## config.mk

```make
export PLATFORM = sky130hd
export DESIGN_NAME = ppt_queue
export DESIGN_NICKNAME = d
export VERILOG_FILES = /design/src/design/ppt_pkg.sv /design/src/design/ppt_queue.sv
export SDC_FILE = /design/constraint.sdc
export NUM_CORES = 1
export LEC_CHECK = 0
export ABC_AREA = 1
export ABC_CLOCK_PERIOD_IN_PS = 10100
export BUFFER_PORTS_ARGS = -buffer_cell sky130_fd_sc_hd__buf_2
export CAP_MARGIN = 20
export CORE_MARGIN = 5
export CORE_UTILIZATION = 28
export CTS_CLUSTER_DIAMETER = 120
export DETAILED_ROUTE_END_ITERATION = 10
export GPL_TIMING_DRIVEN = 0
export PLACE_DENSITY_LB_ADDON = 0.3
export SYNTH_ARGS = -nofsm -noshare
export SYNTH_HDL_FRONTEND = slang
export SYNTH_SLANG_ARGS = --single-unit
```

## constraint.sdc

```tcl
create_clock -name i_clk -period 10.1 [get_ports i_clk]
set_input_delay 0.505 -clock i_clk [delete_from_list [all_inputs] [get_ports i_clk]]
set_output_delay 0.505 -clock i_clk [all_outputs]
set_load 0.05 [all_outputs]
```

## src/design/ppt_pkg.sv

```systemverilog
// Shared constants, beat types and command type for the per-scan point transform.
package ppt_pkg;

    // Sizing of the pose table and the arithmetic.
    localparam int MAX_SCANS     = 256;
    localparam int ROT_FRAC_BITS = 30;
    localparam int TAG_FRAC_BITS = 8;
    localparam int TAG_SCAN_STEP = 100;

    // Fixed field widths of the beats.
    localparam int DATA_W     = 32;
    localparam int TAG_W      = 23;
    localparam int ELEM_W     = 4;
    localparam int POSE_IDX_W = 8;

    // Pose layout: rotation row-major first, then the translation vector.
    localparam int POSE_DIM   = 3;
    localparam int TRANS_BASE = POSE_DIM * POSE_DIM;
    localparam int POSE_WORDS = TRANS_BASE + POSE_DIM;

    localparam int SCAN_W = $clog2(MAX_SCANS);

    // Scan number = floor(integer part of tag / 100), done as a multiply by a
    // truncated reciprocal followed by a single correction step.
    localparam int     TAG_INT_W = TAG_W - TAG_FRAC_BITS;
    localparam int     RECIP_SH  = TAG_INT_W + 7;
    localparam longint RECIP_M   = (longint'(1) << RECIP_SH) / TAG_SCAN_STEP;
    localparam int     RECIP_W   = RECIP_SH - 6;
    localparam int     PROD_W    = TAG_INT_W + RECIP_W;
    localparam int     QUOT_W    = TAG_INT_W - 6;
    localparam int     REM_W     = TAG_INT_W + 1;

    // Datapath widths of the matrix-vector product.
    localparam int MUL_W = 2 * DATA_W;
    localparam int SUM_W = MUL_W + 2;

    // Queue between the front and the back.
    localparam int QUEUE_DEPTH = 4;
    localparam int QPTR_W      = $clog2(QUEUE_DEPTH);
    localparam int QCNT_W      = $clog2(QUEUE_DEPTH + 1);

    // Request type codes on the input beat.
    localparam logic REQ_LOAD  = 1'b0;
    localparam logic REQ_POINT = 1'b1;

    typedef enum logic {
        CMD_LOAD  = 1'b0,
        CMD_POINT = 1'b1
    } t_cmd_kind;

    typedef struct packed {
        logic                     req_type;
        logic [POSE_IDX_W-1:0]    pose_index;
        logic [ELEM_W-1:0]        element_index;
        logic signed [DATA_W-1:0] element_value;
        logic signed [DATA_W-1:0] point_x;
        logic signed [DATA_W-1:0] point_y;
        logic signed [DATA_W-1:0] point_z;
        logic [TAG_W-1:0]         point_tag;
    } t_in_item;

    typedef struct packed {
        logic signed [DATA_W-1:0] out_x;
        logic signed [DATA_W-1:0] out_y;
        logic signed [DATA_W-1:0] out_z;
        logic [TAG_W-1:0]         out_tag;
    } t_out_item;

    // Classified work item handed from the front to the back.
    typedef struct packed {
        t_cmd_kind                kind;
        logic [SCAN_W-1:0]        scan;
        logic [ELEM_W-1:0]        elem;
        logic signed [DATA_W-1:0] value;
        logic signed [DATA_W-1:0] x;
        logic signed [DATA_W-1:0] y;
        logic signed [DATA_W-1:0] z;
        logic [TAG_W-1:0]         tag;
    } t_cmd;

endpackage

```

## src/design/ppt_queue.sv

```systemverilog
// Short command queue that decouples the front end from the transform back end.
module ppt_queue (
    input  logic          i_clk,
    input  logic          i_rst_n,
    input  logic          i_push,
    input  ppt_pkg::t_cmd i_cmd,
    output logic          o_full,
    output logic          o_valid,
    output ppt_pkg::t_cmd o_cmd,
    input  logic          i_pop
);

    ppt_pkg::t_cmd               r_slot [ppt_pkg::QUEUE_DEPTH];
    logic [ppt_pkg::QPTR_W-1:0]  r_wr_ptr;
    logic [ppt_pkg::QPTR_W-1:0]  r_rd_ptr;
    logic [ppt_pkg::QCNT_W-1:0]  r_count;
    logic [ppt_pkg::QPTR_W-1:0]  n_wr_ptr;
    logic [ppt_pkg::QPTR_W-1:0]  n_rd_ptr;

    assign n_wr_ptr = (r_wr_ptr == ppt_pkg::QPTR_W'(ppt_pkg::QUEUE_DEPTH - 1))
                    ? '0 : ppt_pkg::QPTR_W'(r_wr_ptr + 1'b1);
    assign n_rd_ptr = (r_rd_ptr == ppt_pkg::QPTR_W'(ppt_pkg::QUEUE_DEPTH - 1))
                    ? '0 : ppt_pkg::QPTR_W'(r_rd_ptr + 1'b1);

    always_ff @(posedge i_clk) begin
        if (!i_rst_n) begin
            r_wr_ptr <= '0;
            r_rd_ptr <= '0;
            r_count  <= '0;
        end else begin
            if (i_push) begin
                r_wr_ptr <= n_wr_ptr;
            end
            if (i_pop) begin
                r_rd_ptr <= n_rd_ptr;
            end
            if (i_push && !i_pop) begin
                r_count <= ppt_pkg::QCNT_W'(r_count + 1'b1);
            end else if (i_pop && !i_push) begin
                r_count <= ppt_pkg::QCNT_W'(r_count - 1'b1);
            end
        end
    end

    always_ff @(posedge i_clk) begin
        if (i_push) begin
            r_slot[r_wr_ptr] <= i_cmd;
        end
    end

    assign o_full  = (r_count == ppt_pkg::QCNT_W'(ppt_pkg::QUEUE_DEPTH));
    assign o_valid = (r_count != '0);
    assign o_cmd   = r_slot[r_rd_ptr];

    a_count_bound: assert property (@(posedge i_clk) disable iff (!i_rst_n)
        r_count <= ppt_pkg::QCNT_W'(ppt_pkg::QUEUE_DEPTH))
        else $error("queue fill count beyond its depth");

    a_pop_nonempty: assert property (@(posedge i_clk) disable iff (!i_rst_n)
        i_pop |-> r_count != '0)
        else $error("queue popped while empty");

    a_push_counts: assert property (@(posedge i_clk) disable iff (!i_rst_n)
        i_push && !i_pop |=> r_count == ppt_pkg::QCNT_W'($past(r_count) + 1'b1))
        else $error("queue push not counted");

endmodule

```

# ---- Word-level counts from Yosys, hierarchy flattened
# Memory sizes are Yosys's and may differ from the RTL's. A register that Yosys moved wholly into a read port is not among the register bits.
# Index checks and enable logic that the tools add are counted.
dict set report totals {
  regBits 7
  latch_bits 0
  ramBits 656
  romBits 0
  out_inout_bits 166
  wordCells 25
  mem_count 1
}
dict set report classes {
  n_addsub 4
  n_mul 0
  div 0
  order_cmp 0
  eq_ne 3
  shifts 0
  mux 8
  n_bitwise 0
  n_reduce_logical 6
}
# memory words word_bits rd rd_ports_with_merged_regs wr line_no
set mem_list {}
lappend mem_list {r_slot 4 164 1 1 1 ppt_queue.sv:13} ;# ppt_pkg::t_cmd r_slot [ppt_pkg::QUEUE_DEPTH];
# op count
set ops {}
lappend ops {{two-way mux 2 bit} 4}
lappend ops {{two-way mux 3 bit} 2}
lappend ops {{adder 2 x 1 -> 2 bit, second input constant} 2}
lappend ops {{== test 2 bit, second input constant} 2}
lappend ops {{adder 3 x 1 -> 3 bit, second input constant} 1}
lappend ops {{== test 3 bit, second input constant} 1}
lappend ops {{nonzero test 3 bit} 1}
lappend ops {{subtractor 3 x 1 -> 3 bit, second input constant} 1}
lappend ops {{logical AND 1 bit} 2}
lappend ops {{logical NOT 1 bit} 2}
lappend ops {{two-way mux 1 bit} 2}
lappend ops {{nonzero test 2 bit} 1}

# ---- Longest topological paths before layout
dict set report depth {
  ltp_word 4
  ltp_mapped 10
}

# ---- Worst setup path before layout
# Ideal clock, no wire load.
dict set report synth_path {
  kind {flip-flop to flip-flop}
  startpoint {reg r_wr_ptr[0] (netlist name)}
  endpoint {mem r_slot[3][0] (netlist name) (enable)}
  setup_ns 0.516
  arrival_time_ns 3.744
  t_required_ns 9.584
  slack_ns 5.839
  stages_incl_launch_ff 4
  period_less_slack_ns 4.261
  cell_sequence {dfxtp_1 > ha_1 > nand2_1 > inv_1}
}
# item line_no
set synth_lines {}
lappend synth_lines {{from (decl)} ppt_queue.sv:14} ;# logic [ppt_pkg::QPTR_W-1:0] r_wr_ptr;
lappend synth_lines {{from (signal assigned)} ppt_queue.sv:32} ;# r_wr_ptr <= n_wr_ptr;
lappend synth_lines {{to (decl)} ppt_queue.sv:13}
# No word-level cell before the write port.

==> impl_metrics.ini <==
[setup_path]
critPathMaxStageDelay_ns = 0.59
crit_required_ns = 9.60
path_cells = buf_2, clkbuf_1, o21ai_0, o22ai_1, buf_2
start_kind = register
critPathArrivalTime_ns = 2.80
rr_startpoint = r_wr_ptr[0]$_SDFFE_PN0P_
criticalPathCategory = reg -> out
end_kind = output pin
cp_slowest_cell = clkbuf_1
crit_top_cell = buf_2
cp_max_fo = 10
crit_family = buffers and inverters
path_buf_inv = 3

[grt]
antenna_found_initial = 21
grt_max_degree = 99
grtUsageMet3_pct = 3.64
track_usage_pct = 14.7
grt-busiest-layer = met2
grt_overflow = 0
grt_use_met1_pct = 18.1
first_global_vias = 15825
grt_pass1_wl_um = 103000
grtUsageMet2_pct = 25.5

[place]
post-dp-hpwl_um = 45400
pre_cts_ws_ns = 7.39
io_buffers = 333
place_congestion = 0.720

[routing]
vias = 15540
wire_per_inst_um = 21.9
vias_per_cell = 4.73
remaining_drc_errors = 0
firstDrtPassIters = 5
ant_nets = 0
drt_iter0_drc = 1246
drt_wl_total_um = 72100

[logic_synthesis]
synth-simple-area-share_pct = 5.39
ys_seq_area_share_pct = 80.9
ys_warn_count = 0
synth_area_um2 = 24600
netlist.area_leader.share_pct = 80.2
synth_flop_cell = edfxtp_1
synth.most_common_cell = edfxtp_1
async_flop_share_pct = 0
synth_edf_count = 656
synth_common_cells = edfxtp_1 (656), nor2_1 (337), o21ai_1 (169), o22ai_1 (164), o21ai_0 (162)
synthAdderAreaFrac_pct = 0.387
synth_area_leader_cell = edfxtp_1
synth_cell_types = 21
synth_compound_area_share_pct = 11.0
synth_nets = 1821
synth_top_family_by_area = compound AO/OA/AOI/OAI gates
synth_mux_area_share_pct = 0
syn_inst = 1646
synth_seq_cells = 665
synthTopCellsByArea = edfxtp_1 (80%), nor2_1 (5.1%), o22ai_1 (4.2%), o21ai_1 (3.4%), o21ai_0 (3.3%)
avgSynthCellArea_um2 = 14.9
synth_xor_area_share_pct = 0.0356

[hold_path]
hp-class = in -> reg
hold_start = i_cmd[50]

[clock_network]
clockBufferDepth = 3
htreeDepth = 3
cts_resized = 0
insertion_delay_ns = 0.62
tritoncts = yes
cts_root_buffer = clkbuf_16
postCtsSetupRepairBufs = 0
cts_inserted_buffers = 74
holdBufCountCts = 0
cts_sinks = 665
clk_pin_slew_ns = 0.06

[flow_run]
max_cap_violations = 0

[timing]
fin_ws_ns = 6.79
slew_violations = 0
period_minus_slack_ns = 3.31
hold_viol = 0
fin_skew_ns = 0.0259
setup_viol = 0
fmax_mhz = 302
rsz0062_at_grt = false
min_period_over_period_pct = 32.7
hold-worst-slack_ns = 0.0999
finalSetupTns_ns = 0
worstMarginPinSlew_ns = 0.840
slew_headroom_pct = 44.0

[pwr]
power.density_nw_per_um2 = 223
peakVddDrop_mv = 0.119
leakage_uw = 0.0104

[floorplanning]
die_area_um2 = 93800
die_y_um = 306
core_um2 = 86900
fp-row-count = 108
pin_count = 334
die_x_um = 306
start_util_pct = 28.3

[layout]
drive_above_1_share_pct = 24.4
area.growth.synth_to_final_pct = 23.3
layout.nets = 2236

[status]
status = finished, final reports clean
==> layout by cell type (no fill, tap or decap), drive strengths merged <==
cell type  synthesis  routed
a21oi              3       3
buf               57     396
bufinv             0       4
clkbuf            51     144
clkinv             0      26
clkinvlp           0       7
dfxtp              9       9
diode              0      12
edfxtp           656     656
fa                 1       1
ha                 6       6
inv               16      20
nand2              9       9
nand3              1       1
nand4              1       1
nor2             337     337
nor3               3       3
o21ai            331     331
o22ai            164     164
xor2               1       1
==> state kept, by name (all words and copies together) (netlist names), named ones only <==
signal and cells:
r_count 3, r_rd_ptr 2, r_slot 656, r_wr_ptr 2
==> metal layers <==
| layer | vias to the layer above | share of wire, % |
|---|---|---|
| met3 | 102 | 6.7 |
| met4 | 8 | 2.1 |
| met1 | 7860 | 40 |
| li1 | 7121 | - |
| met2 | 449 | 51 |
| met5 | - | 0.085 |
==> path summary, 6_finish.rpt <==
path / end / slack (ns) / cells after the start
worst max-delay path: o_cmd[91] / 6.79 / 5
worst min register to register: r_count[2]$_SDFFE_PN0P_ / 0.55 / 3
worst max register to register: r_slot[3][142]$_DFFE_PP_ / 7.87 / 5
worst min-delay path: r_slot[3][50]$_DFFE_PP_ / 0.1 / 1
==> worst reg2reg max path, delay by kind of cell, from the launching register on <==
| kind | cells | cell delay [ns] |
|---|---|---|
| buffers and inverters | 3 | 0.98 |
| DFF | 1 | 0.41 |
| adders and majority gates | 1 | 0.20 |
| and+or+nand+nor | 1 | 0.14 |
==> layout make-up <==
cell class / instances / area (um2)
fillers: 8350 / 56600
flip-flops and latches: 665 / 19900
inverters: 16 / 90.1
clock buffers: 93 / 1960
well taps: 1155 / 1450
multi-input cells: 857 / 4130
clock inverters: 41 / 424
plain buffers: 108 / 512
diodes: 12 / 30.0
repair buffers: 339 / 1830
==> per-stage QoR <==
step / total power (uW) / util [%] / area [um2] / instances
final: 6750 / 34.9 / 30300 / 3286
after global routing: 7020 / 34.9 / 30300 / 3278
after CTS: 6850 / 34.8 / 30300 / 3274
after detailed placement: 4220 / 32.1 / 27900 / 3140
after global placement: 4230 / 31.9 / 27700 / 3134
after floorplan: 3880 / - / 24600 / 1646
==> logic make-up after synthesis <==
kind of cell | Yosys count
adders and majority gates | 7
AOI/OAI and AO/OA | 498
and+or+nand+nor | 351
buffers and inverters | 124
xor gates and xnor gates | 1
DFF | 665
==> report_power, final <==
group | internal [uW] | switching (uW)
Sequential | 3160 | 26.4
Clock | 1500 | 1100
Combinational | 202 | 762
Total | 4860 | 1890
(Power assumes the default switching activity.)
