<file path="src/design/ppt_pkg.sv">
// Shared constants, beat types and command type for the per-scan point transform.
package ppt_pkg;

    // Sizing of the pose table and the arithmetic.
    localparam int MAX_SCANS     = 256;
    localparam int ROT_FRAC_BITS = 30;
    localparam int TAG_FRAC_BITS = 8;
    localparam int TAG_SCAN_STEP = 100;

    // Fixed field widths of the beats.
    localparam int DATA_W     = 32;
    localparam int TAG_W      = 23;
    localparam int ELEM_W     = 4;
    localparam int POSE_IDX_W = 8;

    // Pose layout: rotation row-major first, then the translation vector.
    localparam int POSE_DIM   = 3;
    localparam int TRANS_BASE = POSE_DIM * POSE_DIM;
    localparam int POSE_WORDS = TRANS_BASE + POSE_DIM;

    localparam int SCAN_W = $clog2(MAX_SCANS);

    // Scan number = floor(integer part of tag / 100), done as a multiply by a
    // truncated reciprocal followed by a single correction step.
    localparam int     TAG_INT_W = TAG_W - TAG_FRAC_BITS;
    localparam int     RECIP_SH  = TAG_INT_W + 7;
    localparam longint RECIP_M   = (longint'(1) << RECIP_SH) / TAG_SCAN_STEP;
    localparam int     RECIP_W   = RECIP_SH - 6;
    localparam int     PROD_W    = TAG_INT_W + RECIP_W;
    localparam int     QUOT_W    = TAG_INT_W - 6;
    localparam int     REM_W     = TAG_INT_W + 1;

    // Datapath widths of the matrix-vector product.
    localparam int MUL_W = 2 * DATA_W;
    localparam int SUM_W = MUL_W + 2;

    // Queue between the front and the back.
    localparam int QUEUE_DEPTH = 4;
    localparam int QPTR_W      = $clog2(QUEUE_DEPTH);
    localparam int QCNT_W      = $clog2(QUEUE_DEPTH + 1);

    // Request type codes on the input beat.
    localparam logic REQ_LOAD  = 1'b0;
    localparam logic REQ_POINT = 1'b1;

    typedef enum logic {
        CMD_LOAD  = 1'b0,
        CMD_POINT = 1'b1
    } t_cmd_kind;

    typedef struct packed {
        logic                     req_type;
        logic [POSE_IDX_W-1:0]    pose_index;
        logic [ELEM_W-1:0]        element_index;
        logic signed [DATA_W-1:0] element_value;
        logic signed [DATA_W-1:0] point_x;
        logic signed [DATA_W-1:0] point_y;
        logic signed [DATA_W-1:0] point_z;
        logic [TAG_W-1:0]         point_tag;
    } t_in_item;

    typedef struct packed {
        logic signed [DATA_W-1:0] out_x;
        logic signed [DATA_W-1:0] out_y;
        logic signed [DATA_W-1:0] out_z;
        logic [TAG_W-1:0]         out_tag;
    } t_out_item;

    // Classified work item handed from the front to the back.
    typedef struct packed {
        t_cmd_kind                kind;
        logic [SCAN_W-1:0]        scan;
        logic [ELEM_W-1:0]        elem;
        logic signed [DATA_W-1:0] value;
        logic signed [DATA_W-1:0] x;
        logic signed [DATA_W-1:0] y;
        logic signed [DATA_W-1:0] z;
        logic [TAG_W-1:0]         tag;
    } t_cmd;

endpackage

</file>
<file path="src/design/ppt_front.sv">
// Front end: accepts input beats, derives the scan number and drops bad loads.
module ppt_front (
    input  logic              i_clk,
    input  logic              i_rst_n,
    input  logic              i_valid,
    input  ppt_pkg::t_in_item i_item,
    output logic              o_stall,
    output logic              o_push,
    output ppt_pkg::t_cmd     o_cmd,
    input  logic              i_full
);

    logic                           f_en;
    logic                           r_f1_valid;
    ppt_pkg::t_in_item              r_f1_item;
    logic [ppt_pkg::PROD_W-1:0]     r_f1_prod;
    logic [ppt_pkg::PROD_W-1:0]     n_f1_prod;
    logic [ppt_pkg::TAG_INT_W-1:0]  in_tag_int;
    logic [ppt_pkg::TAG_INT_W-1:0]  f1_tag_int;
    logic [ppt_pkg::QUOT_W-1:0]     quot_est;
    logic [ppt_pkg::QUOT_W-1:0]     quot;
    logic [ppt_pkg::REM_W-1:0]      n_rem;
    logic [ppt_pkg::SCAN_W-1:0]     point_scan;
    logic                           is_point;
    logic                           load_ok;
    logic                           r_f2_valid;
    ppt_pkg::t_cmd                  r_f2_cmd;
    ppt_pkg::t_cmd                  n_f2_cmd;

    // The whole front advances together unless its last stage is blocked.
    assign f_en    = !r_f2_valid || !i_full;
    assign o_stall = !f_en;

    assign in_tag_int = i_item.point_tag[ppt_pkg::TAG_W-1:ppt_pkg::TAG_FRAC_BITS];
    assign n_f1_prod  = ppt_pkg::PROD_W'(in_tag_int) * ppt_pkg::PROD_W'(ppt_pkg::RECIP_M);

    always_ff @(posedge i_clk) begin
        if (!i_rst_n) begin
            r_f1_valid <= 1'b0;
        end else if (f_en) begin
            r_f1_valid <= i_valid;
        end
    end

    always_ff @(posedge i_clk) begin
        if (f_en) begin
            r_f1_item <= i_item;
            r_f1_prod <= n_f1_prod;
        end
    end

    // The reciprocal estimate is at most one short; the remainder fixes it.
    assign f1_tag_int = r_f1_item.point_tag[ppt_pkg::TAG_W-1:ppt_pkg::TAG_FRAC_BITS];
    assign quot_est   = r_f1_prod[ppt_pkg::PROD_W-1:ppt_pkg::RECIP_SH];

    always_comb begin
        n_rem = ppt_pkg::REM_W'(f1_tag_int)
              - ppt_pkg::REM_W'(quot_est * ppt_pkg::TAG_SCAN_STEP);
        if (n_rem >= ppt_pkg::REM_W'(ppt_pkg::TAG_SCAN_STEP)) begin
            quot = ppt_pkg::QUOT_W'(quot_est + 1'b1);
        end else begin
            quot = quot_est;
        end
        if (32'(quot) >= ppt_pkg::MAX_SCANS) begin
            point_scan = ppt_pkg::SCAN_W'(ppt_pkg::MAX_SCANS - 1);
        end else begin
            point_scan = ppt_pkg::SCAN_W'(quot);
        end
    end

    assign is_point = (r_f1_item.req_type == ppt_pkg::REQ_POINT);
    assign load_ok  = (32'(r_f1_item.pose_index) < ppt_pkg::MAX_SCANS)
                   && (r_f1_item.element_index < ppt_pkg::ELEM_W'(ppt_pkg::POSE_WORDS));

    always_comb begin
        n_f2_cmd.kind  = is_point ? ppt_pkg::CMD_POINT : ppt_pkg::CMD_LOAD;
        n_f2_cmd.scan  = is_point ? point_scan
                                  : ppt_pkg::SCAN_W'(r_f1_item.pose_index);
        n_f2_cmd.elem  = r_f1_item.element_index;
        n_f2_cmd.value = r_f1_item.element_value;
        n_f2_cmd.x     = r_f1_item.point_x;
        n_f2_cmd.y     = r_f1_item.point_y;
        n_f2_cmd.z     = r_f1_item.point_z;
        n_f2_cmd.tag   = r_f1_item.point_tag;
    end

    always_ff @(posedge i_clk) begin
        if (!i_rst_n) begin
            r_f2_valid <= 1'b0;
        end else if (f_en) begin
            r_f2_valid <= r_f1_valid && (is_point || load_ok);
        end
    end

    always_ff @(posedge i_clk) begin
        if (f_en) begin
            r_f2_cmd <= n_f2_cmd;
        end
    end

    assign o_push = r_f2_valid && !i_full;
    assign o_cmd  = r_f2_cmd;

    // A wrong reciprocal would leave the remainder beyond one correction step.
    a_rem_bound: assert property (@(posedge i_clk) disable iff (!i_rst_n)
        r_f1_valid && is_point |-> n_rem < ppt_pkg::REM_W'(2 * ppt_pkg::TAG_SCAN_STEP))
        else $error("scan quotient needs more than one correction");

endmodule

</file>
<file path="config.mk">
export PLATFORM = sky130hd
export DESIGN_NAME = ppt_front
export DESIGN_NICKNAME = d
export VERILOG_FILES = /design/src/design/ppt_pkg.sv /design/src/design/ppt_front.sv
export SDC_FILE = /design/constraint.sdc
export NUM_CORES = 1
export LEC_CHECK = 0
export ABC_AREA = 1
export BUFFER_PORTS_ARGS = -buffer_cell sky130_fd_sc_hd__buf_2
export CORE_MARGIN = 8
export CORE_UTILIZATION = 35
export CTS_CLUSTER_SIZE = 20
export DETAILED_ROUTE_END_ITERATION = 8
export SLEW_MARGIN = 40
export SYNTH_ARGS = -nofsm -noshare
export SYNTH_HDL_FRONTEND = slang
export SYNTH_SLANG_ARGS = --single-unit
</file>
<file path="constraint.sdc">
create_clock -name i_clk -period 11 [get_ports i_clk]
set_input_delay 1.1 -clock i_clk [delete_from_list [all_inputs] [get_ports i_clk]]
set_output_delay 1.1 -clock i_clk [all_outputs]
set_load 0.02 [all_outputs]
</file>
Yosys cells after proc, flatten, opt, wreduce, memory -nomap -nowiden

Cells that the tools add are included.

Bits in registers: 361
Output and inout port bits: 166
Logic and storage cells: 37
Input port bits: 168

Muxes and demuxes: 4
$mul: 2
$lt $le $gt $ge: 3
Reductions and logical operators: 7
Add/sub/neg operators: 2

Operator list:

| kind                                                               | number |
|---|---|
| multiplier 15 x 16 -> 31 bit, second input constant                | 1 |
| greater-or-equal comparator 16 x 7 -> 1 bit, second input constant | 1 |
| two-way mux 8 bit                                                  | 2 |
| subtractor 15 x 16 -> 16 bit                                       | 1 |
| multiplier 9 x 5 -> 14 bit, second input constant                  | 1 |
| adder 9 x 1 -> 9 bit, second input constant                        | 1 |
| greater-or-equal comparator 9 bit, second input constant           | 1 |
| two-way mux 9 bit                                                  | 1 |
| < comparator 4 bit, second input constant                          | 1 |
| zero test 1 bit                                                    | 3 |
| logical AND 1 bit                                                  | 2 |
| logical OR 1 bit                                                   | 2 |
| two-way mux 1 bit                                                  | 1 |

Logic depth before layout (Yosys ltp)

Depth after elaboration: 7
Depth in mapped cells: 29

Worst setup path after synthesis

OpenSTA, ideal clock, no wires.

Kind: input-to-output
Start point: in i_full
End point: out o_stall
Cell stages on the path: 2
Data required time: 9.900 ns
Path buffers: 0
Data arrival time: 9.669 ns
Path slack: 0.231 ns
Cell sequence: nand2_1 > inv_1

Longest elaborated chain between the ends: 3

Ends and longest elaborated chain:

| item             | RTL line        | RTL |
|---|---|---|
| from (decl)      | ppt_front.sv:10 | `input logic i_full` |
| zero test 1 bit  | ppt_front.sv:31 | `assign f_en = !r_f2_valid \|\| !i_full;` |
| logical OR 1 bit | ppt_front.sv:31 |  |
| zero test 1 bit  | ppt_front.sv:32 | `assign o_stall = !f_en;` |
| to (decl)        | ppt_front.sv:7  | `output logic o_stall,` |

Every way passes these cells.

Worst setup path in the final report

Start point: in i_item[14] (netlist bit)
End point: reg r_f1_prod[27] (netlist bit), data pin

Longest elaborated chain between the ends: 1

Ends and longest elaborated chain:

| item                         | RTL line        | RTL |
|---|---|---|
| from (decl)                  | ppt_front.sv:6  | `input ppt_pkg::t_in_item i_item,` |
| multiplier 15 x 16 -> 31 bit | ppt_front.sv:35 | `assign n_f1_prod = ppt_pkg::PROD_W'(in_tag_int) * ppt_pkg::PROD_W'(ppt_pkg::RECIP_M);` |
| via n_f1_prod (one bit)      | ppt_front.sv:17 | `logic [ppt_pkg::PROD_W-1:0] n_f1_prod;` |
| to (signal assigned)         | ppt_front.sv:48 | `r_f1_prod <= n_f1_prod;` |
| to (decl)                    | ppt_front.sv:16 | `logic [ppt_pkg::PROD_W-1:0] r_f1_prod;` |

The timed path passes the listed nets, and every way through them passes these cells.
A chain may end at the register's enable or synchronous reset.

==> results.md <==
* Final setup fails at 0
* Vias in the first global route at roughly 11000
* Post-Syn Instances at 1201
* DR WL/cell at 17.44 µm
* Drt via density at 4.500
* Post-route ant nets at 0
* FF-to-FF Start: r_f1_prod[26]$_DFFE_PN_
* Post-Synth Adder-Cell Area at 22.67%
* Height of the chip at 234.6 µm
* Synth Area in Simple Gates at under 10%
* Synth Net Count at 1621
* Synth area leaders: edfxtp_1 (61%), ha_1 (12%), fa_1 (10%)
* Hold buffer count at cts at 0
* Final RePlAce weighted congestion at 0.8708
* Top cell type's share of synthesized area at between 60% and 70%
* Startpoint types: input pin
* Area delta synth->final at 22.12%
* Sequential-to-total area share from yosys stat at 60.75%
* Main combinational cell family by area after synthesis: adder cells
* Layout cells sized above 1 at 25.87%
* Crit path max fanout at 7
* Commonest non-fill, non-tap cell in the layout: edfxtp_1
* Crit. Startpoint: i_item[14]
* Outcome: completed
* First-pass GRT wire length at 60260 µm
* Die Width at 234.6 µm
* RSZ-0062 raised after global routing: no
* Max Clk Rate at roughly 180 MHz
* Synth unique cells at 34
* Clock root buffer: clkbuf_16
* WS Path Type: input pin to flop
* Final hold violations at 0
* Gr ovfl total at 0
* Max Clock Skew at 18.22 ps
* Worst rel slew slack at 50.04%
* Setup Total Neg Slack at 0 ps
* Min Tclk post-route at 5556 ps
* Number of max-cap violations at 0
* Post-synthesis xor/xnor area fraction at 1.414%
* Total track usage at about 14%
* Crit path capture type: flop
* Avg Synthesized Cell Area at 13.93 µm²
* Starting density of the core at a little over a third
* Period utilization at 50.51%
* H-tree levels at 2
* Post_cts resized at 0
* Post-Syn Area at roughly 0.017 mm²
* Rows at 80
* Clock buffer depth at 3
* Final WL at 38730 µm
* WP data arrival at 5860 ps
* Mux share of post-synthesis cell area at 0%
* IO Pins at between 300 and 400
* CTS tree: yes
* Synth warn at 0
* Initial antenna violation count at 2
* Buffers on Ports at 333
* Remaining DRCs at 0
* Cell taking the most area after synthesis: edfxtp_1
* Final HPWL DP at 30510 µm
* Num CTS Buffers at 38
* Least-Margin Pin Slew at 749.4 ps
* Clk_lat worst skew at 550 ps
* First drt pass iteration count at 6
* Sink Count at between 300 and 400
* Nets at 1996
* Placeable Area at about 0.047 mm²
* Critical Path RT at 11300 ps
* Number of DRC markers in iteration 0 at just under 600
* Largest net degree at the start of global routing at 86
* Setup Buffers After CTS at 0
* Die area at 0.05504 mm²
* Reg clk slew, reported paths at about 60 ps
* Slack of the worst reg-to-reg path at about 5800 ps
* Fin. max-slew vios at 0
* Detailed-route via count at 9990
* Worst Hold Launch: n_f2_cmd[67]$_DFFE_PN_
* HP Class: flop to flop
* Most frequent cells in the layout: edfxtp_1 (337), buf_2 (333), inv_1 (199)
* Synth Register Bits at roughly 340
* Synth Area in Compound Gates at between 2 and 2.5%
==> synth_stat cells <==
library cell and instances:
nor3_1 12, nor2_2 4, o211ai_1 2, o21bai_1 5
nand3_2 1, dfxtp_1 2, nor4_1 4, xor2_1 20
xnor2_1 7, inv_1 199, buf_6 2, nand4_1 8
ha_1 167, nand2_1 166, a21o_1 4, nor2_8 1
a21boi_0 2, edfxtp_1 337, and2_4 1, o21ai_0 17
fa_1 85, inv_2 2, nand2_2 8, or2_2 2
a21oi_1 38, nand3_4 1, nand2_4 1, nand3b_1 3
and2_1 2, nor2_4 1, nor2_1 56, a221oi_1 2
nand3_1 35, a31oi_1 4
==> worst paths after layout <==
kind,end,cells past startpoint
worst min register to register,o_cmd[67]$_DFFE_PN_,0
worst max-delay path,r_f1_prod[27]$_DFFE_PN_,18
worst max register to register,o_cmd[158]$_DFFE_PN_,29
worst min-delay path,o_cmd[67]$_DFFE_PN_,0
==> through the flow <==
step	instance area (µm²)	utilization (%)	setup slack [ps]	cells	hold WS [ps]
floorplan	16720	-	231.4	1201	400.3
global placement	19180	40.42	4900	2151	400.1
detailed placement	19180	40.43	4854	2151	404.5
CTS	20410	43.02	5468	2219	404.2
global route	20420	43.05	5244	2220	415.7
finish	20420	43.05	5444	2220	401.4
==> worst max-delay path, stage by stage <==
cell      delay, ps
buf_2           170
fa_1            510
fa_1            470
fa_1            480
inv_1            50
fa_1            530
inv_1            60
fa_1            520
inv_1            60
fa_1            530
inv_1            50
ha_1            330
a21oi_1         190
o21ai_0         100
a221oi_1        260
nand3_1         160
a21oi_1         190
xor2_1           80
==> registers in the layout (all words and copies together), names as in the netlist <==
register and flops:
o_cmd 164, r_f2_valid 1, f1_tag_int 15, n_f2_cmd 140, is_point 1, r_f1_item 8
r_f1_valid 1, r_f1_prod 9
==> kinds of logic (layout without fill, tap and decap cells) <==
group                      count (synthesis)  in the layout
buffers and inverters                    203            606
and+or+nand+nor                          306            306
AOI/OAI and AO/OA                         74             74
DFF                                      339            339
other                                      0              1
xor gates and xnor gates                  27             27
adders and majority gates                252            252
==> metal layers <==
metal	routed length (µm)	GRT usage [%]
met4	775	3.791
met1	16850	17.23
met3	2019	3.464
met2	19080	23.95
met5	0	0
==> cell type report <==
class,instances,area [µm²]
clock inverters,21,235.2
clock buffers,47,994.7
repair buffers,337,1704
fillers,4371,27020
well taps,615,769.5
multi-input cells,659,5804
inverters,201,754.5
diodes,1,2.502
flip-flops and latches,339,10160
Power is not shown: default switching activity piles up to over one toggle a cycle in this logic, so the estimate is an artifact.
